<file path="src/rtl/hk_pkg.sv">
// Shared types, constants and key tables for the Hangul keystroke block.
`default_nettype none

package hk_pkg;

    localparam int CODE_W      = 16;
    localparam int KEY_W       = 8;
    localparam int MAX_KEYS    = 5;
    localparam int CNT_W       = 3;
    localparam int QUEUE_DEPTH = 4;

    localparam logic [CODE_W-1:0] LATIN_LIMIT = 16'd256;
    localparam logic [CODE_W-1:0] SYL_BASE    = 16'hAC00;
    localparam logic [CODE_W-1:0] SYL_LAST    = 16'hD7A3;
    localparam logic [CODE_W-1:0] CONS_FIRST  = 16'h3131;
    localparam logic [CODE_W-1:0] CONS_LAST   = 16'h314E;
    localparam logic [CODE_W-1:0] VOW_FIRST   = 16'h314F;
    localparam logic [CODE_W-1:0] VOW_LAST    = 16'h3163;

    localparam int INITIALS = 19;
    localparam int MEDIALS  = 21;
    localparam int FINALS   = 28;
    localparam int CONS_N   = 30;

    // Syllable offset s < 11172: s / 588 and s / 28 by reciprocal multiply.
    localparam int SYL_W      = 14;
    localparam int IDX_W      = 5;
    localparam int Q28_W      = 9;
    localparam int INI_RECIP  = 28533;
    localparam int INI_SHIFT  = 24;
    localparam int INI_RW     = 15;
    localparam int Q28_RECIP  = 9363;
    localparam int Q28_SHIFT  = 18;
    localparam int Q28_RW     = 14;

    typedef enum logic [2:0] {
        KIND_LATIN,
        KIND_SYL,
        KIND_CONS,
        KIND_VOWEL,
        KIND_ERR
    } kind_t;

    typedef struct packed {
        logic [MAX_KEYS-1:0][KEY_W-1:0] keys;
        logic [CNT_W-1:0]               count;
        logic                           err;
    } cmd_t;

    typedef struct packed {
        logic full;
        logic empty;
    } q_stat_t;

    localparam logic [KEY_W-1:0] INIT_KEY [INITIALS] = '{
        "r","R","s","e","E","f","a","q","Q","t","T","d","w","W","c","z","x","v","g"
    };
    localparam logic [KEY_W-1:0] VOW_KEY_A [MEDIALS] = '{
        "k","o","i","O","j","p","u","P","h","h","h","h","y","n","n","n","n","b","m","m","l"
    };
    localparam logic [KEY_W-1:0] VOW_KEY_B [MEDIALS] = '{
        "k","o","i","O","j","p","u","P","h","k","o","l","y","n","j","p","l","b","m","l","l"
    };
    localparam logic [KEY_W-1:0] FIN_KEY_A [FINALS] = '{
        8'd0,"r","R","r","s","s","s","e","f","f","f","f","f","f","f","f",
        "a","q","q","t","T","d","w","c","z","x","v","g"
    };
    localparam logic [KEY_W-1:0] FIN_KEY_B [FINALS] = '{
        8'd0,"r","R","t","s","w","g","e","f","r","a","q","t","x","v","g",
        "a","q","t","t","T","d","w","c","z","x","v","g"
    };
    // Zero marks a compound consonant that is not an initial.
    localparam logic [KEY_W-1:0] CONS_KEY [CONS_N] = '{
        "r","R",8'd0,"s",8'd0,8'd0,"e","E","f",8'd0,8'd0,8'd0,8'd0,8'd0,8'd0,8'd0,
        "a","q","Q",8'd0,"t","T","d","w","W","c","z","x","v","g"
    };

    function automatic logic [KEY_W-1:0] init_key(input logic [IDX_W-1:0] i);
        init_key = (int'(i) < INITIALS) ? INIT_KEY[i] : '0;
    endfunction

    function automatic logic [KEY_W-1:0] vow_key_a(input logic [IDX_W-1:0] i);
        vow_key_a = (int'(i) < MEDIALS) ? VOW_KEY_A[i] : '0;
    endfunction

    function automatic logic [KEY_W-1:0] vow_key_b(input logic [IDX_W-1:0] i);
        vow_key_b = (int'(i) < MEDIALS) ? VOW_KEY_B[i] : '0;
    endfunction

    function automatic logic [KEY_W-1:0] fin_key_a(input logic [IDX_W-1:0] i);
        fin_key_a = (int'(i) < FINALS) ? FIN_KEY_A[i] : '0;
    endfunction

    function automatic logic [KEY_W-1:0] fin_key_b(input logic [IDX_W-1:0] i);
        fin_key_b = (int'(i) < FINALS) ? FIN_KEY_B[i] : '0;
    endfunction

    function automatic logic [KEY_W-1:0] cons_key(input logic [IDX_W-1:0] i);
        cons_key = (int'(i) < CONS_N) ? CONS_KEY[i] : '0;
    endfunction

endpackage

`default_nettype wire

</file>
<file path="src/rtl/hk_if.sv">
// Valid/ready channel interfaces for characters in and keys out.
`default_nettype none

interface hk_char_if import hk_pkg::*; ();
    logic              valid;
    logic              ready;
    logic [CODE_W-1:0] code_unit;

    modport source (output valid, output code_unit, input ready);
    modport sink   (input valid, input code_unit, output ready);
endinterface

interface hk_key_if import hk_pkg::*; ();
    logic             valid;
    logic             ready;
    logic [KEY_W-1:0] key_char;
    logic             last;
    logic             error;

    modport source (output valid, output key_char, output last, output error, input ready);
    modport sink   (input valid, input key_char, input last, input error, output ready);
endinterface

`default_nettype wire

</file>
<file path="src/rtl/hk_front.sv">
// Front end: accepts characters, classifies and decomposes them into key runs.
`default_nettype none

module hk_front import hk_pkg::*; (
    input  wire logic   clk,
    input  wire logic   rst_n,
    hk_char_if.sink     chars,
    input  q_stat_t     qstat,
    output logic        push,
    output cmd_t        cmd
);

    // stage A
    logic              a_valid_reg;
    logic [CODE_W-1:0] code_reg;
    logic              a_ready;

    // stage B
    logic              b_valid_reg;
    logic              b_ready;
    kind_t             kind_reg;
    kind_t             kind_next;
    logic [KEY_W-1:0]  byte_reg;
    logic [KEY_W-1:0]  cons_key_reg;
    logic [KEY_W-1:0]  cons_key_next;
    logic [IDX_W-1:0]  jidx_reg;
    logic [IDX_W-1:0]  jidx_next;
    logic [IDX_W-1:0]  ini_reg;
    logic [IDX_W-1:0]  ini_next;
    logic [Q28_W-1:0]  q28_reg;
    logic [Q28_W-1:0]  q28_next;
    logic [IDX_W-1:0]  s_low_reg;

    logic [SYL_W-1:0]          syl_off;
    logic [SYL_W+INI_RW-1:0]   ini_prod;
    logic [SYL_W+Q28_RW-1:0]   q28_prod;
    logic [IDX_W-1:0]          cons_idx;

    logic [Q28_W-1:0]  med_wide;
    logic [IDX_W-1:0]  med;
    logic [Q28_W-1:0]  fin_sub;
    logic [IDX_W-1:0]  fin;
    logic [IDX_W-1:0]  vidx;
    logic [KEY_W-1:0]  va;
    logic [KEY_W-1:0]  vb;
    logic [KEY_W-1:0]  fa;
    logic [KEY_W-1:0]  fb;
    logic [CNT_W-1:0]  n;

    assign b_ready     = !b_valid_reg || !qstat.full;
    assign a_ready     = !a_valid_reg || b_ready;
    assign chars.ready = a_ready;
    assign push        = b_valid_reg && !qstat.full;

    always_ff @(posedge clk or negedge rst_n)
    begin
        if (!rst_n)
        begin
            a_valid_reg <= 1'b0;
            b_valid_reg <= 1'b0;
        end
        else
        begin
            if (a_ready)
                a_valid_reg <= chars.valid;
            if (b_ready)
                b_valid_reg <= a_valid_reg;
        end
    end

    always_ff @(posedge clk)
    begin
        if (a_ready && chars.valid)
            code_reg <= chars.code_unit;
        if (b_ready && a_valid_reg)
        begin
            kind_reg     <= kind_next;
            byte_reg     <= code_reg[KEY_W-1:0];
            cons_key_reg <= cons_key_next;
            jidx_reg     <= jidx_next;
            ini_reg      <= ini_next;
            q28_reg      <= q28_next;
            s_low_reg    <= syl_off[IDX_W-1:0];
        end
    end

    // Stage A: classify and take the syllable offset apart.
    assign syl_off  = SYL_W'(code_reg - SYL_BASE);
    assign ini_prod = SYL_W'(syl_off) * INI_RW'(INI_RECIP);
    assign q28_prod = SYL_W'(syl_off) * Q28_RW'(Q28_RECIP);
    assign ini_next = ini_prod[INI_SHIFT +: IDX_W];
    assign q28_next = q28_prod[Q28_SHIFT +: Q28_W];
    assign cons_idx = IDX_W'(code_reg - CONS_FIRST);

    always_comb
    begin
        cons_key_next = cons_key(cons_idx);
        jidx_next     = IDX_W'(code_reg - VOW_FIRST);
        if (code_reg < LATIN_LIMIT)
            kind_next = KIND_LATIN;
        else if (code_reg >= SYL_BASE && code_reg <= SYL_LAST)
            kind_next = KIND_SYL;
        else if (code_reg >= CONS_FIRST && code_reg <= CONS_LAST && cons_key_next != '0)
            kind_next = KIND_CONS;
        else if (code_reg >= VOW_FIRST && code_reg <= VOW_LAST)
            kind_next = KIND_VOWEL;
        else
            kind_next = KIND_ERR;
    end

    // Stage B: medial = s/28 - 21*initial, final = s - 28*(s/28).
    assign med_wide = q28_reg - Q28_W'(ini_reg) * Q28_W'(5'd21);
    assign med      = med_wide[IDX_W-1:0];
    assign fin_sub  = Q28_W'(q28_reg * 5'd28);
    assign fin      = IDX_W'(s_low_reg - fin_sub[IDX_W-1:0]);
    assign vidx     = (kind_reg == KIND_SYL) ? med : jidx_reg;
    assign va       = vow_key_a(vidx);
    assign vb       = vow_key_b(vidx);
    assign fa       = fin_key_a(fin);
    assign fb       = fin_key_b(fin);

    always_comb
    begin
        cmd = '0;
        n   = '0;
        case (kind_reg)
            KIND_LATIN:
            begin
                cmd.keys[0] = byte_reg;
                n           = CNT_W'(1);
            end
            KIND_CONS:
            begin
                cmd.keys[0] = cons_key_reg;
                n           = CNT_W'(1);
            end
            KIND_SYL, KIND_VOWEL:
            begin
                if (kind_reg == KIND_SYL)
                begin
                    cmd.keys[n] = init_key(ini_reg);
                    n           = n + 1'b1;
                end
                cmd.keys[n] = va;
                n           = n + 1'b1;
                if (va != vb)
                begin
                    cmd.keys[n] = vb;
                    n           = n + 1'b1;
                end
                if (kind_reg == KIND_SYL && fin != '0)
                begin
                    cmd.keys[n] = fa;
                    n           = n + 1'b1;
                    if (fa != fb)
                    begin
                        cmd.keys[n] = fb;
                        n           = n + 1'b1;
                    end
                end
            end
            default:
            begin
                cmd.err = 1'b1;
                n       = CNT_W'(1);
            end
        endcase
        cmd.count = n;
    end

endmodule

`default_nettype wire

</file>
<file path="src/rtl/hk_queue.sv">
// Command queue between the front end and the key emitter.
`default_nettype none

module hk_queue import hk_pkg::*; #(
    parameter int DEPTH = QUEUE_DEPTH
) (
    input  wire logic clk,
    input  wire logic rst_n,
    input  wire logic push,
    input  cmd_t      wdata,
    input  wire logic pop,
    output cmd_t      rdata,
    output q_stat_t   stat
);

    localparam int PW = (DEPTH > 1) ? $clog2(DEPTH) : 1;
    localparam int CW = $clog2(DEPTH + 1);

    cmd_t          mem [DEPTH];
    logic [PW-1:0] wr_ptr_reg;
    logic [PW-1:0] rd_ptr_reg;
    logic [CW-1:0] count_reg;
    logic [CW-1:0] count_next;

    assign rdata      = mem[rd_ptr_reg];
    assign stat.full  = (count_reg == CW'(DEPTH));
    assign stat.empty = (count_reg == '0);

    always_ff @(posedge clk)
    begin
        if (push)
            mem[wr_ptr_reg] <= wdata;
    end

    always_comb
    begin
        case ({push, pop})
            2'b10:   count_next = count_reg + 1'b1;
            2'b01:   count_next = count_reg - 1'b1;
            default: count_next = count_reg;
        endcase
    end

    always_ff @(posedge clk or negedge rst_n)
    begin
        if (!rst_n)
        begin
            wr_ptr_reg <= '0;
            rd_ptr_reg <= '0;
            count_reg  <= '0;
        end
        else
        begin
            count_reg <= count_next;
            if (push)
                wr_ptr_reg <= (wr_ptr_reg == PW'(DEPTH - 1)) ? '0 : wr_ptr_reg + 1'b1;
            if (pop)
                rd_ptr_reg <= (rd_ptr_reg == PW'(DEPTH - 1)) ? '0 : rd_ptr_reg + 1'b1;
        end
    end

endmodule

`default_nettype wire

</file>
<file path="src/rtl/hk_back.sv">
// Back end: walks each queued key run and emits one key per transfer.
`default_nettype none

module hk_back import hk_pkg::*; (
    input  wire logic clk,
    input  wire logic rst_n,
    input  q_stat_t   qstat,
    input  cmd_t      head,
    output logic      pop,
    hk_key_if.source  keys
);

    logic [CNT_W-1:0] idx_reg;
    logic             out_valid_reg;
    logic [KEY_W-1:0] key_reg;
    logic             last_reg;
    logic             err_reg;
    logic             load;
    logic             at_last;

    assign load    = !qstat.empty && (!out_valid_reg || keys.ready);
    assign at_last = (idx_reg == CNT_W'(head.count - 1'b1));
    assign pop     = load && at_last;

    assign keys.valid    = out_valid_reg;
    assign keys.key_char = key_reg;
    assign keys.last     = last_reg;
    assign keys.error    = err_reg;

    always_ff @(posedge clk or negedge rst_n)
    begin
        if (!rst_n)
        begin
            idx_reg       <= '0;
            out_valid_reg <= 1'b0;
        end
        else
        begin
            if (load)
                idx_reg <= at_last ? '0 : idx_reg + 1'b1;
            if (load)
                out_valid_reg <= 1'b1;
            else if (keys.ready)
                out_valid_reg <= 1'b0;
        end
    end

    // Hold the payload while the sink stalls.
    always_ff @(posedge clk)
    begin
        if (load)
        begin
            key_reg  <= head.keys[idx_reg];
            last_reg <= at_last;
            err_reg  <= head.err;
        end
    end

endmodule

`default_nettype wire

</file>
<file path="src/rtl/hangul_to_keystrokes.sv">
// Path: a character passes the stage A and B registers and the command queue,
// then its first key is registered at the output. Throughput: one key per cycle
// when the queue holds a run and the sink is ready; a run of 1 to 5 keys goes out
// key by key; a new character enters every cycle while the queue has room.
// Reset: rst_n clears the pipeline valids, queue pointers and key index; no
// clearing pass is needed.
`default_nettype none

module hangul_to_keystrokes import hk_pkg::*; #(
    parameter int QDEPTH = QUEUE_DEPTH
) (
    input  wire logic clk,
    input  wire logic rst_n,
    hk_char_if.sink   chars,
    hk_key_if.source  keys
);

    logic    push;
    logic    pop;
    cmd_t    cmd;
    cmd_t    head;
    q_stat_t qstat;

    hk_front u_front (
        .clk   (clk),
        .rst_n (rst_n),
        .chars (chars),
        .qstat (qstat),
        .push  (push),
        .cmd   (cmd)
    );

    hk_queue #(.DEPTH(QDEPTH)) u_queue (
        .clk   (clk),
        .rst_n (rst_n),
        .push  (push),
        .wdata (cmd),
        .pop   (pop),
        .rdata (head),
        .stat  (qstat)
    );

    hk_back u_back (
        .clk   (clk),
        .rst_n (rst_n),
        .qstat (qstat),
        .head  (head),
        .pop   (pop),
        .keys  (keys)
    );

    a_no_push_full: assert property (@(posedge clk) disable iff (!rst_n)
        push |-> !qstat.full)
        else $error("command pushed into a full queue");

    a_run_length: assert property (@(posedge clk) disable iff (!rst_n)
        push |-> (cmd.count != '0 && cmd.count <= CNT_W'(MAX_KEYS)))
        else $error("key run length out of range");

    a_error_form: assert property (@(posedge clk) disable iff (!rst_n)
        (keys.valid && keys.error) |-> (keys.key_char == '0 && keys.last))
        else $error("error result not a single zero key");

    a_pop_on_last: assert property (@(posedge clk) disable iff (!rst_n)
        pop |=> (keys.valid && keys.last))
        else $error("run retired without a final key");

endmodule

`default_nettype wire
</file>
<file path="src/flat_wrapper.sv">
// flat-port wrapper written by rule: the top's interface ports become plain ports
module hangul_to_keystrokes_flat import hk_pkg::*;
#(
    parameter int QDEPTH = QUEUE_DEPTH
)
  (clk, rst_n, chars_valid, chars_code_unit, chars_ready, keys_valid, keys_key_char, keys_last, keys_error, keys_ready);
  hk_char_if chars_i ();
  hk_key_if keys_i ();
  input  wire logic clk;
  input  wire logic rst_n;
  input wire logic [$bits(chars_i.valid)-1:0] chars_valid;
  input wire logic [$bits(chars_i.code_unit)-1:0] chars_code_unit;
  output wire logic [$bits(chars_i.ready)-1:0] chars_ready;
  output wire logic [$bits(keys_i.valid)-1:0] keys_valid;
  output wire logic [$bits(keys_i.key_char)-1:0] keys_key_char;
  output wire logic [$bits(keys_i.last)-1:0] keys_last;
  output wire logic [$bits(keys_i.error)-1:0] keys_error;
  input wire logic [$bits(keys_i.ready)-1:0] keys_ready;
  assign chars_i.valid = chars_valid;
  assign chars_i.code_unit = chars_code_unit;
  assign chars_ready = chars_i.ready;
  assign keys_valid = keys_i.valid;
  assign keys_key_char = keys_i.key_char;
  assign keys_last = keys_i.last;
  assign keys_error = keys_i.error;
  assign keys_i.ready = keys_ready;
  hangul_to_keystrokes #(.QDEPTH(QDEPTH)) u_core (.clk(clk), .rst_n(rst_n), .chars(chars_i), .keys(keys_i));
endmodule
</file>
<file path="config.mk">
export PLATFORM = sky130hd
export DESIGN_NAME = hangul_to_keystrokes_flat
export DESIGN_NICKNAME = d
export VERILOG_FILES = /design/src/rtl/hk_pkg.sv /design/src/rtl/hk_if.sv /design/src/rtl/hk_front.sv /design/src/rtl/hk_queue.sv /design/src/rtl/hk_back.sv /design/src/rtl/hangul_to_keystrokes.sv /design/src/flat_wrapper.sv
export SDC_FILE = /design/constraint.sdc
export NUM_CORES = 1
export LEC_CHECK = 0
export BUFFER_PORTS_ARGS = -buffer_cell sky130_fd_sc_hd__clkbuf_2
export CORE_MARGIN = 2
export CORE_UTILIZATION = 40
export CTS_CLUSTER_DIAMETER = 200
export DETAILED_ROUTE_END_ITERATION = 10
export PLACE_DENSITY = 0.65
export SKIP_CTS_REPAIR_TIMING = 1
export SLEW_MARGIN = 30
export SYNTH_ARGS = -nofsm -noshare
export SYNTH_HDL_FRONTEND = slang
export SYNTH_HIERARCHICAL = 1
export SYNTH_SLANG_ARGS = --single-unit
</file>
<file path="constraint.sdc">
create_clock -name clk -period 9.8 [get_ports clk]
set_clock_uncertainty 0.2 [all_clocks]
set_input_delay 1.96 -clock clk [delete_from_list [all_inputs] [get_ports clk]]
set_output_delay 1.96 -clock clk [all_outputs]
set_load 0.05 [all_outputs]
</file>
==> summary.md, run 1 <==
| Metric | Value |
|---|---|
| Status | `finished with violations` |
| Failing checks | `design-rule violations` |
| Mapped Area | `about 19000 µm²` |
| Final setup vio count | `0` |
| Post-synthesis compound-gate area fraction | `0.0876` |
| Worst path cell trace | `a21oi_1 > xnor2_1 > xor2_1 > ha_1 > nand2b_1 > fa_1 > inv_1 > fa_1 > fa_1 > inv_1 > fa_1 > ha_1 > ha_1 > a21o_1 > a211o_1 > a211oi_1 > nand2_1 > a21oi_1 > nor2_1 > a41o_1 > o41ai_1 > xnor2_1` |
| Sink Count | `about 250` |
| Final min period | `between 7 and 8 ns` |
| Seq cells post-synth | `248` |
| Ant. Diodes | `0` |
| Ys flop type | `edfxtp_1` |
| Max-slew violations | `0` |
| Vias in the first global route | `12179` |
| Max-cap violation count | `0` |
| First-pass GRT wire length | `between 60000 and 70000 µm` |
| # DRC | `3` |
| XOR/XNOR Fraction of Synth Area | `0.0299` |
| Area after DPL | `19700 µm²` |
| Unique masters post-synth | `98` |
| Hold Path Class | `register to register` |
| Crit Path Max Fanout | `7` |
| Antenna violations before repair | `0` |
| Vias per inst | `between 5 and 6` |
| Synth Area in Simple Gates | `0.0763` |
| Num ports | `32` |
| Die span in x | `222 µm` |
| Post-DP HPWL | `a little over 30000 µm` |
| Initial DRT Pass Iterations | `9` |
| CTS tree | `built` |
| GRT Util Overall | `0.173` |
| Worst setup EP type | `register` |
| Total CTS buffers | `28` |
| Final net count | `between 1500 and 2000` |
| Slowest cell on crit path | `xnor2_1` |
| GP Congestion | `slightly below 0.9` |
| Worst endpoint required time | `approximately 9.9 ns` |
| Share of the synthesized area in the top cell type | `0.372` |
| Cell family with most CP delay | `adder cells` |
| Worst-skew pair later-pin latency | `roughly 0.57 ns` |
| CTS clk-pin slew, worst paths | `roughly 0.060 ns` |
| Mux cell area share after synthesis | `0.0762` |
| Crit share post-route | `0.747` |
| Commonest non-fill, non-tap cells in the layout | `236 x inv_1, 235 x edfxtp_1, 229 x ha_1, 118 x fa_1, 84 x nor2_1` |
| Asr flop ratio synth | `0.0524` |
| F_max | `137 MHz` |
| Initial core utilization | `0.406` |
| Drt total wl | `slightly above 40000 µm` |
| DIE HEIGHT | `222 µm` |
| Worst setup margin | `roughly 2.5 ns` |
| Clock Root Buffer | `clkbuf_16` |
| Area contributors post-synth | `edfxtp_1 37%, ha_1 15%, fa_1 12%` |
| Setup crit start kind | `register` |
| Synth Area in Adders | `0.276` |
| Final Hold Viols | `0` |
| Die area | `about 50000 µm²` |
| CTS max path bufs | `3` |
| Syn Area/Cell | `about 12 µm²` |
| Design area | `slightly above 20000 µm²` |
| Critical path class | `register to register` |
| Core Region | `between 40000 and 50000 µm²` |
| Post-place setup slack | `between 2 and 3 ns` |
| Layout area overhead | `9.01%` |
| Wire length per cell | `~19 µm` |
| PortBufs | `31` |
| Synthesis Warnings | `6` |
| Sequential-to-total area share from yosys stat | `0.390` |
| Post-Synthesis Cells | `between 1500 and 2000` |
| Main combinational cell family by area after synthesis | `adder cells` |
| CTS H-tree depth | `1` |
| Crit path buffers/inverters | `2` |
| TNS Setup | `0 ns` |
| Cell type with the highest aggregate area in the netlist | `edfxtp_1` |
| Largest net degree at the start of global routing | `48` |
| Number of enable flip-flop cells after synthesis | `between 200 and 250` |
| Slowest stage delay, CP | `roughly 0.65 ns` |
| DR vias | `11682` |
| Max reg flops | `between 150 and 200` |
| Most frequent CP cell | `fa_1` |
| Most common cell after layout, fill and taps aside | `inv_1` |
| GRT Residual Overflow | `0` |
| Share of cells above drive strength 1 | `0.109` |
| Routed Antenna Nets | `0` |
| Pin slew with the least headroom to its limit | `around 0.94 ns` |
| RSZ-0062 raised after global routing | `false` |
| Critical Path AT | `roughly 7.4 ns` |
| Max_slew headroom | `0.370` |
| # rows | `79` |
| DR iter-0 viols | `786` |
==> layer usage <==
metal,track usage,part of all wire,vias up
met5,0,0,-
met1,0.235,0.46,5870
met2,0.298,0.49,201
met3,0.0220,0.033,55
met4,0.0384,0.020,0
li1,-,-,5556
==> worst register-to-register path: stages, from the launching register on <==
cell and delay (ns):
edfxtp_1 0.46, a21oi_1 0.12, xnor2_1 0.65, xor2_1 0.35
ha_1 0.29, nand2b_1 0.23, fa_1 0.55, inv_1 0.06
fa_1 0.50, fa_1 0.54, inv_1 0.06, fa_1 0.47
ha_1 0.31, ha_1 0.31, a21o_1 0.19, a211o_1 0.32
a211oi_1 0.31, nand2_1 0.09, a21oi_1 0.21, nor2_1 0.09
a41o_1 0.30, o41ai_1 0.32, xnor2_1 0.13
==> metrics by stage <==
stage	hold slack [ns]	cells	util
global route	0.307	2197	0.443
global placement	0.262	2145	0.422
floorplan	0.243	1547	-
finish	0.283	2197	0.443
detailed placement	0.274	2145	0.422
CTS	0.289	2197	0.443
==> synthesized netlist by cell type (5+ instances only) <==
library cell and number:
clkbuf_1 30, ha_1 229, nor3b_1 5, nand2_1 74, edfxtp_1 235, mux4_2 49
nand4_1 6, inv_1 236, a211oi_1 18, and3_1 10, mux2i_1 16, fa_1 118
and2_1 9, dfrtp_1 13, xor2_1 12, o21bai_1 6, nor2b_1 17, o21ai_1 11
o31ai_1 6, xnor2_1 34, nor4_1 8, a31oi_1 12, mux4_1 6, a21o_1 20
nor3_1 24, buf_2 10, o211ai_1 8, nor2_1 84, nand2b_1 11, o22ai_1 6
a21oi_1 43, or3_1 5, o21ai_0 41, nand3_1 18, o21a_1 7
==> path summary, 6_finish.rpt <==
check	to	from	depth (start not counted)	slack (ns)
worst min register to register	u_core/u_front/b_valid_reg$_DFFE_PN0P_	u_core/u_front/a_valid_reg$_DFFE_PN0N_	1	0.28
worst max-delay path	u_core/u_front/ini_reg[4]$_DFFE_PP_	u_core/u_front/code_reg[12]$_DFFE_PP_	22	2.48
min in group asynchronous	u_core/u_queue/count_reg[1]$_DFFE_PN0P_	rst_n	1	1.09
max in group asynchronous	u_core/u_queue/rd_ptr_reg[0]$_DFFE_PN0P_	rst_n	1	8.03
worst min-delay path	u_core/u_front/b_valid_reg$_DFFE_PN0P_	u_core/u_front/a_valid_reg$_DFFE_PN0N_	1	0.28
worst max register to register	u_core/u_front/ini_reg[4]$_DFFE_PP_	u_core/u_front/code_reg[12]$_DFFE_PP_	22	2.48
==> final cells by class <==
type	count	area (µm²)
clock buffers	30	708
clock inverters	22	267
fillers	4269	26000
inverters	239	897
multi-input cells	1007	10400
flip-flops and latches	248	7380
well taps	607	759
repair buffers	44	256
==> kinds of logic after synthesis <==
group / after synthesis
fa+ha+maj: 348
simple gates: 292
compound gates: 237
mux: 73
other cells: 1
xor+xnor: 53
buf+inv: 292
flops: 248
Power of run 1 is left out: the tool's default activity adds up to more than one toggle a clock period on the data nets, which glitch-free logic cannot reach.
==> run 2, diff against run 1 <==
--- a/config.mk
+++ b/config.mk
@@ -5,12 +5,13 @@
 export SDC_FILE = /design/constraint.sdc
 export NUM_CORES = 1
 export LEC_CHECK = 0
+export ABC_AREA = 1
 export BUFFER_PORTS_ARGS = -buffer_cell sky130_fd_sc_hd__clkbuf_2
 export CORE_MARGIN = 2
 export CORE_UTILIZATION = 40
 export CTS_CLUSTER_DIAMETER = 200
 export DETAILED_ROUTE_END_ITERATION = 10
-export PLACE_DENSITY = 0.65
+export PLACE_DENSITY = 0.67
 export SKIP_CTS_REPAIR_TIMING = 1
 export SLEW_MARGIN = 30
 export SYNTH_ARGS = -nofsm -noshare
==> constraint.sdc (replaced) <==
create_clock -name clk -period 5.9 [get_ports clk]
set_clock_uncertainty 0.2 [all_clocks]
set_input_delay 1.18 -clock clk [delete_from_list [all_inputs] [get_ports clk]]
set_output_delay 1.18 -clock clk [all_outputs]
set_load 0.05 [all_outputs]
==> summary.md, run 2 <==
| Metric | Value |
|---|---|
| Sequential-to-total area share from yosys stat | `0.369 (-0.0201)` |
| Worst setup EP type | `register` |
| Hold path cells | `2 (+1)` |
| F_max | `177 MHz (+29%)` |
| Syn Area/Cell | `9.38 µm² (-24%)` |
| Antenna violations before repair | `0 (unchanged)` |
| Final net count | `2542 (+31%)` |
| Worst Hold Path EP | `u_core/u_queue/count_reg[2]$_DFFE_PN0P_` |
| Share of the synthesized area in the top cell type | `0.353 (-0.0192)` |
| Worst R2R End | `u_core/u_front/ini_reg[4]$_DFFE_PP_` |
| Vias in the first global route | `14588 (+20%)` |
| Post-DP HPWL | `34200 µm (+11%)` |
| Commonest non-fill, non-tap cells in the layout | `450 x nand2_1, 414 x inv_1, 235 x edfxtp_1, 213 x ha_1, 118 x fa_1` |
| Storage cell area | `7380 µm² (about the same)` |
| Number of enable flip-flop cells after synthesis | `235 (unchanged)` |
| CTS clk-pin slew, worst paths | `0.06 ns (about the same)` |
| Ys flop type | `edfxtp_1` |
| CTS tree | `built` |
| Initial core utilization | `0.407 (about the same)` |
| Worst setup margin | `0.234 ns (-2.25 ns)` |
| Pin slew with the least headroom to its limit | `0.832 ns (-0.110 ns)` |
| Most common cell after layout, fill and taps aside | `nand2_1` |
| Initial DRT Pass Iterations | `6 (-3)` |
| Synth cell count leaders | `454 x nand2_1, 422 x inv_1, 235 x edfxtp_1` |
| Setup crit start kind | `register` |
| Asr flop ratio synth | `0.0524 (unchanged)` |
| Layout area overhead | `10.1%` |
| Placed insts | `2803 (+31%)` |
| Critical path class | `register to register` |
| DR iter-0 viols | `1095 (+39%)` |
| Top-count cell post-synth | `nand2_1` |
| TNS Setup | `0 ns (unchanged)` |
| RR Startpoint | `u_core/u_front/code_reg[11]$_DFFE_PP_` |
| Total CTS buffers | `28 (unchanged)` |
| GRT Util Overall | `0.179 (+0.00605)` |
| Seq cells post-synth | `248 (unchanged)` |
| Ant. Diodes | `0 (unchanged)` |
| Final Hold Viols | `0 (unchanged)` |
| GP Congestion | `0.911 (+2.3%)` |
| Core Region | `49200 µm² (+5.4%)` |
| Max-slew violations | `0 (unchanged)` |
| Hold Path Origin | `u_core/u_queue/count_reg[2]$_DFFE_PN0P_` |
| GRT Residual Overflow | `0 (unchanged)` |
| Reg2Reg Depth | `22 (unchanged)` |
| Sink Count | `248 (unchanged)` |
| Synthesis Warnings | `6 (unchanged)` |
| # DRC | `0 (-3)` |
| Final Core Density | `0.448 (+0.00488)` |
| CTS H-tree depth | `1 (unchanged)` |
| Area contributors post-synth | `edfxtp_1 35%, ha_1 14%, fa_1 12%` |
| Status | `complete, no violations` |
| Wire length per cell | `15.8 µm (-16%)` |
| Max-cap violation count | `0 (unchanged)` |
| Hold Path Class | `register to register` |
| Drt total wl | `45200 µm (+9.2%)` |
| Routed Antenna Nets | `0 (unchanged)` |
| Final min period | `5.67 ns (-1.65 ns)` |
| Die area | `51800 µm² (+5.3%)` |
| Vias per inst | `5.02 (-5.7%)` |
| DIE HEIGHT | `228 µm (+2.6%)` |
| Multi-input gate area | `10800 µm² (+4.1%)` |
| CTS max path bufs | `3 (unchanged)` |
| Post-place setup slack | `-0.0580 ns (-2.58 ns)` |
| Crit share post-route | `0.960 (+0.214)` |
| Crit Path Max Fanout | `5 (-2)` |
| Max reg flops | `176 (unchanged)` |
| Num ports | `32 (unchanged)` |
| Flop-to-flop setup slack | `0.23 ns (-2.25 ns)` |
| Critical Path AT | `5.76 ns (-1.67 ns)` |
| Clock Root Buffer | `clkbuf_16` |
| Worst endpoint required time | `5.99 ns (-3.92 ns)` |
| Non-Filler Instances | `2859 (+30%)` |
| Post-Synthesis Cells | `2130 (+38%)` |
| First-pass GRT wire length | `73600 µm (+9.4%)` |
| Cell type with the highest aggregate area in the netlist | `edfxtp_1` |
| Share of cells above drive strength 1 | `0.103 (-0.00693)` |
| DR vias | `14339 (+23%)` |
| Mapped Area | `20000 µm² (+5.4%)` |
| Die span in x | `228 µm (+2.6%)` |
| Worst-skew pair later-pin latency | `0.57 ns (about the same)` |
| # rows | `81 (+2.5%)` |
| # fillers | `4604 (+7.8%)` |
| PortBufs | `31 (unchanged)` |
| Unique masters post-synth | `60 (-39%)` |
| Largest net degree at the start of global routing | `90 (+88%)` |
| Max_slew headroom | `0.445 (+0.0754)` |
| Final setup vio count | `0 (unchanged)` |
-- run 2: cell count changes in the layout (fill, tap and decap cells not counted), moves of 17 or more --
cell,previous run,this run
a21oi_1,43,64
o211ai_1,8,102
xnor2_1,34,10
a21o_1,20,3
inv_1,236,414
nand3_1,18,90
o21ai_0,41,62
nand2_1,74,450
mux4_2,49,0
nor2b_1,17,0
buf_4,12,37
-- run 2: final cells by class --
cell class / count / area share
Sequential cell: 248 / 0.335
Multi-Input combinational cell: 1391 / 0.491
Timing Repair Buffer: 69 / 0.0209
Tap cell: 664 / 0.0378
Clock buffer: 34 / 0.0329
Inverter: 437 / 0.0749
Clock inverter: 16 / 0.00660
-- run 2: worst max path at each step --
stage	end	cells after the start	start	slack [ns]
2_1_floorplan	u_core/u_front/ini_reg[4]$_DFFE_PP_	23	u_core/u_front/code_reg[10]$_DFFE_PP_	0.02
3_3_place_gp	u_core/u_front/ini_reg[4]$_DFFE_PP_	23	u_core/u_front/code_reg[10]$_DFFE_PP_	0.08
3_5_place_dp	u_core/u_front/ini_reg[4]$_DFFE_PP_	23	u_core/u_front/code_reg[11]$_DFFE_PP_	-0.06
4_1_cts	u_core/u_front/ini_reg[4]$_DFFE_PP_	23	u_core/u_front/code_reg[10]$_DFFE_PP_	-0.08
5_1_grt	u_core/u_front/ini_reg[4]$_DFFE_PP_	22	u_core/u_front/code_reg[10]$_DFFE_PP_	-0.05
6_report	u_core/u_front/ini_reg[4]$_DFFE_PP_	22	u_core/u_front/code_reg[11]$_DFFE_PP_	0.23
-- run 2: cells by family (layout without fill, tap and decap cells) --
group                      count (synthesis)  after routing  share of synthesized area
DFF                                      248            248                      0.369
adders and majority gates                347            347                      0.262
xor gates and xnor gates                  30             30                     0.0135
AOI/OAI and AO/OA                        291            291                     0.0941
buffers and inverters                    494            556                      0.104
other                                      1              4                   0.000188
and+or+nand+nor                          719            719                      0.158
-- run 2: worst max-delay path: stages, from the launching register on --
cell and delay (ns):
edfxtp_1 0.43, ha_2 0.20, or2_2 0.31, nand2_4 0.08, buf_4 0.13, nor2_1 0.05, nor2_1 0.13, ha_1 0.29
inv_2 0.09, fa_1 0.44, fa_1 0.48, fa_1 0.54, inv_1 0.06, fa_1 0.48, ha_1 0.33, ha_4 0.26
a21oi_1 0.13, o21ai_0 0.09, a21oi_1 0.21, nand3_2 0.11, nand3_1 0.08, o211ai_1 0.11, xor2_1 0.16
-- run 2: metrics by stage --
step,instance area (µm²),hold slack (ns)
4_1_cts,21700,0.298
2_1_floorplan,20000,0.247
6_report,22000,0.296
3_5_place_dp,20800,0.284
5_1_grt,22000,0.319
3_3_place_gp,20800,0.281
-- run 2: layer usage --
| metal | routed length, µm | track usage | share of wire |
|---|---|---|---|
| met1 | 19800 | 0.227 | 0.44 |
| met2 | 21900 | 0.315 | 0.48 |
| met3 | 1990 | 0.0236 | 0.044 |
| met4 | 1530 | 0.0605 | 0.034 |
| met5 | 0 | 0 | 0 |
Power of run 2 is left out for the same reason.
==> run 3, diff against run 2 <==
--- a/config.mk
+++ b/config.mk
@@ -5,7 +5,6 @@
 export SDC_FILE = /design/constraint.sdc
 export NUM_CORES = 1
 export LEC_CHECK = 0
-export ABC_AREA = 1
 export BUFFER_PORTS_ARGS = -buffer_cell sky130_fd_sc_hd__clkbuf_2
 export CORE_MARGIN = 2
 export CORE_UTILIZATION = 40
==> summary.md, run 3 (synthesis results as in run 1) <==
| Metric | Value |
|---|---|
| Worst-skew pair later-pin latency | `0.57 ns (about the same)` |
| CTS tree | `built` |
| PortBufs | `31 (unchanged)` |
| Antenna violations before repair | `0 (unchanged)` |
| Setup crit start kind | `register` |
| Status | `finished with violations` |
| Final Core Density | `0.459 (+0.0115)` |
| Worst endpoint required time | `6.02 ns (+0.03 ns)` |
| CTS max path bufs | `3 (unchanged)` |
| Drt total wl | `42000 µm (-7.1%)` |
| # rows | `79 (-2.5%)` |
| Most frequent CP cell | `fa_1` |
| Slowest stage delay, CP | `0.56 ns (+0.02 ns)` |
| Final Hold Viols | `0 (unchanged)` |
| Worst setup EP type | `register` |
| Max reg flops | `176 (unchanged)` |
| Slowest cell on crit path | `fa_1` |
| Hold Path Class | `register to register` |
| Core Region | `46700 µm² (-5.1%)` |
| Reg2Reg Depth | `22 (unchanged)` |
| Vias per inst | `5.27 (+5.1%)` |
| Final min period | `6.12 ns (+0.456 ns)` |
| Critical path class | `register to register` |
| Cell family with most CP delay | `adder cells` |
| Routed Antenna Nets | `0 (unchanged)` |
| F_max | `163 MHz (-7.4%)` |
| RSZ-0062 raised after global routing | `true` |
| Final setup vio count | `5 (+5)` |
| Ant. Diodes | `0 (unchanged)` |
| CTS H-tree depth | `1 (unchanged)` |
| Worst setup margin | `-0.221 ns (-0.456 ns)` |
| DIE HEIGHT | `222 µm (-2.6%)` |
| Crit share post-route | `1.04 (+0.0772)` |
| # DRC | `2 (+2)` |
| Largest net degree at the start of global routing | `45 (-50%)` |
| Non-Filler Instances | `2280 (-20%)` |
| Die span in x | `222 µm (-2.6%)` |
| Initial core utilization | `0.406 (about the same)` |
| Vias in the first global route | `12565 (-14%)` |
| Max-cap violation count | `0 (unchanged)` |
| Total CTS buffers | `27 (-3.6%)` |
| Failing checks | `design-rule violations, negative setup slack` |
| Final net count | `2023 (-20%)` |
| First-pass GRT wire length | `68100 µm (-7.6%)` |
| DR vias | `12018 (-16%)` |
| Sink Count | `248 (unchanged)` |
| Commonest non-fill, non-tap cells in the layout | `235 x edfxtp_1, 231 x inv_1, 223 x ha_1, 117 x fa_1, 100 x buf_4` |
| GP Congestion | `0.880 (-3.5%)` |
| Layout area overhead | `13.0%` |
| Initial DRT Pass Iterations | `11 (+5)` |
| Flop-to-flop setup slack | `-0.22 ns (-0.46 ns)` |
| CTS clk-pin slew, worst paths | `0.06 ns (about the same)` |
| RR Startpoint | `u_core/u_front/code_reg[10]$_DFFE_PP_` |
| Post-DP HPWL | `32400 µm (-5.3%)` |
| Crit path buffers/inverters | `6 (+3)` |
| Wire length per cell | `18.4 µm (+16%)` |
| Max-slew violations | `0 (unchanged)` |
| Most common cell after layout, fill and taps aside | `edfxtp_1` |
| Die area | `49100 µm² (-5.1%)` |
| GRT Util Overall | `0.174 (-0.00546)` |
| Hold Path Origin | `u_core/u_front/a_valid_reg$_DFFE_PN0N_` |
| Critical Path AT | `6.24 ns (+0.48 ns)` |
| Num ports | `32 (unchanged)` |
| Crit Path Max Fanout | `4 (-1)` |
| Max_slew headroom | `0.403 (-0.0426)` |
| Clock Root Buffer | `clkbuf_16` |
| Worst path cell trace | `buf_4 > a21oi_4 > xnor2_1 > ha_2 > fa_1 > inv_1 > fa_1 > fa_1 > inv_1 > fa_1 > ha_1 > ha_1 > a211o_1 > buf_4 > a31oi_1 > nor2_1 > buf_4 > inv_1 > o31ai_1 > a21o_1 > a21oi_2 > xnor2_1` |
| Pin slew with the least headroom to its limit | `0.896 ns (+0.0639 ns)` |
| Worst R2R End | `u_core/u_front/ini_reg[0]$_DFFE_PP_` |
| DR iter-0 viols | `873 (-20%)` |
| Share of cells above drive strength 1 | `0.167 (+0.0643)` |
| TNS Setup | `-0.811 ns (-0.811 ns)` |
| Placed insts | `2226 (-21%)` |
| Worst Hold Path EP | `u_core/u_front/b_valid_reg$_DFFE_PN0P_` |
| Hold path cells | `1 (-1)` |
| GRT Residual Overflow | `0 (unchanged)` |
==> run 3: cell types whose count changed in the layout (fill, tap and decap cells not counted), sizes merged, moves of 24 or more <==
cell	before	now
xnor2	11	35
o211ai	102	10
buf	38	102
mux4	0	55
nand3	104	18
nand2	476	74
o21ai	77	53
a21oi	68	43
inv	437	243
==> run 3: layout make-up <==
cell class	instances	area, µm²
Clock buffer	31	691
Tap cell	607	759
Fill cell	4159	25200
Timing Repair Buffer	133	948
Clock inverter	15	164
Inverter	239	900
Sequential cell	248	7380
Multi-Input combinational cell	1007	10600
==> run 3: worst max-delay path by stage <==
stage	startpoint	endpoint	slack, ns	cells after the start
final	u_core/u_front/code_reg[10]$_DFFE_PP_	u_core/u_front/ini_reg[0]$_DFFE_PP_	-0.22	22
after global routing	u_core/u_front/code_reg[11]$_DFFE_PP_	u_core/u_front/ini_reg[4]$_DFFE_PP_	-0.50	21
after CTS	u_core/u_front/code_reg[10]$_DFFE_PP_	u_core/u_front/ini_reg[4]$_DFFE_PP_	-0.28	19
after detailed placement	u_core/u_front/code_reg[10]$_DFFE_PP_	u_core/u_front/ini_reg[4]$_DFFE_PP_	-0.25	22
after global placement	u_core/u_front/code_reg[10]$_DFFE_PP_	u_core/u_front/ini_reg[4]$_DFFE_PP_	-0.13	21
after floorplan	u_core/u_front/code_reg[10]$_DFFE_PP_	u_core/u_front/ini_reg[4]$_DFFE_PP_	-0.08	22
==> run 3: per-layer routing <==
| layer | track usage | vias up | part of all wire |
|---|---|---|---|
| met5 | 0 | - | 0 |
| met4 | 0.0471 | 0 | 0.025 |
| met3 | 0.0253 | 59 | 0.047 |
| met2 | 0.301 | 268 | 0.50 |
| met1 | 0.228 | 5974 | 0.43 |
| li1 | - | 5717 | - |
==> run 3: worst register-to-register path: stages (launching register included) <==
cell and delay (ns):
edfxtp_1 0.44, buf_4 0.18, a21oi_4 0.16, xnor2_1 0.18
ha_2 0.37, fa_1 0.56, inv_1 0.07, fa_1 0.52
fa_1 0.55, inv_1 0.06, fa_1 0.47, ha_1 0.31
ha_1 0.31, a211o_1 0.21, buf_4 0.14, a31oi_1 0.04
nor2_1 0.31, buf_4 0.18, inv_1 0.03, o31ai_1 0.22
a21o_1 0.18, a21oi_2 0.06, xnor2_1 0.13
==> run 3: stage by stage <==
stage	worst slack (ns)	area [µm²]	hold slack, ns
after floorplan	-0.0794	19100	0.243
after global placement	-0.128	20400	0.264
after detailed placement	-0.253	20400	0.275
after CTS	-0.281	21300	0.288
after global routing	-0.498	21400	0.308
final	-0.221	21400	0.282
Power of run 3 is left out for the same reason.
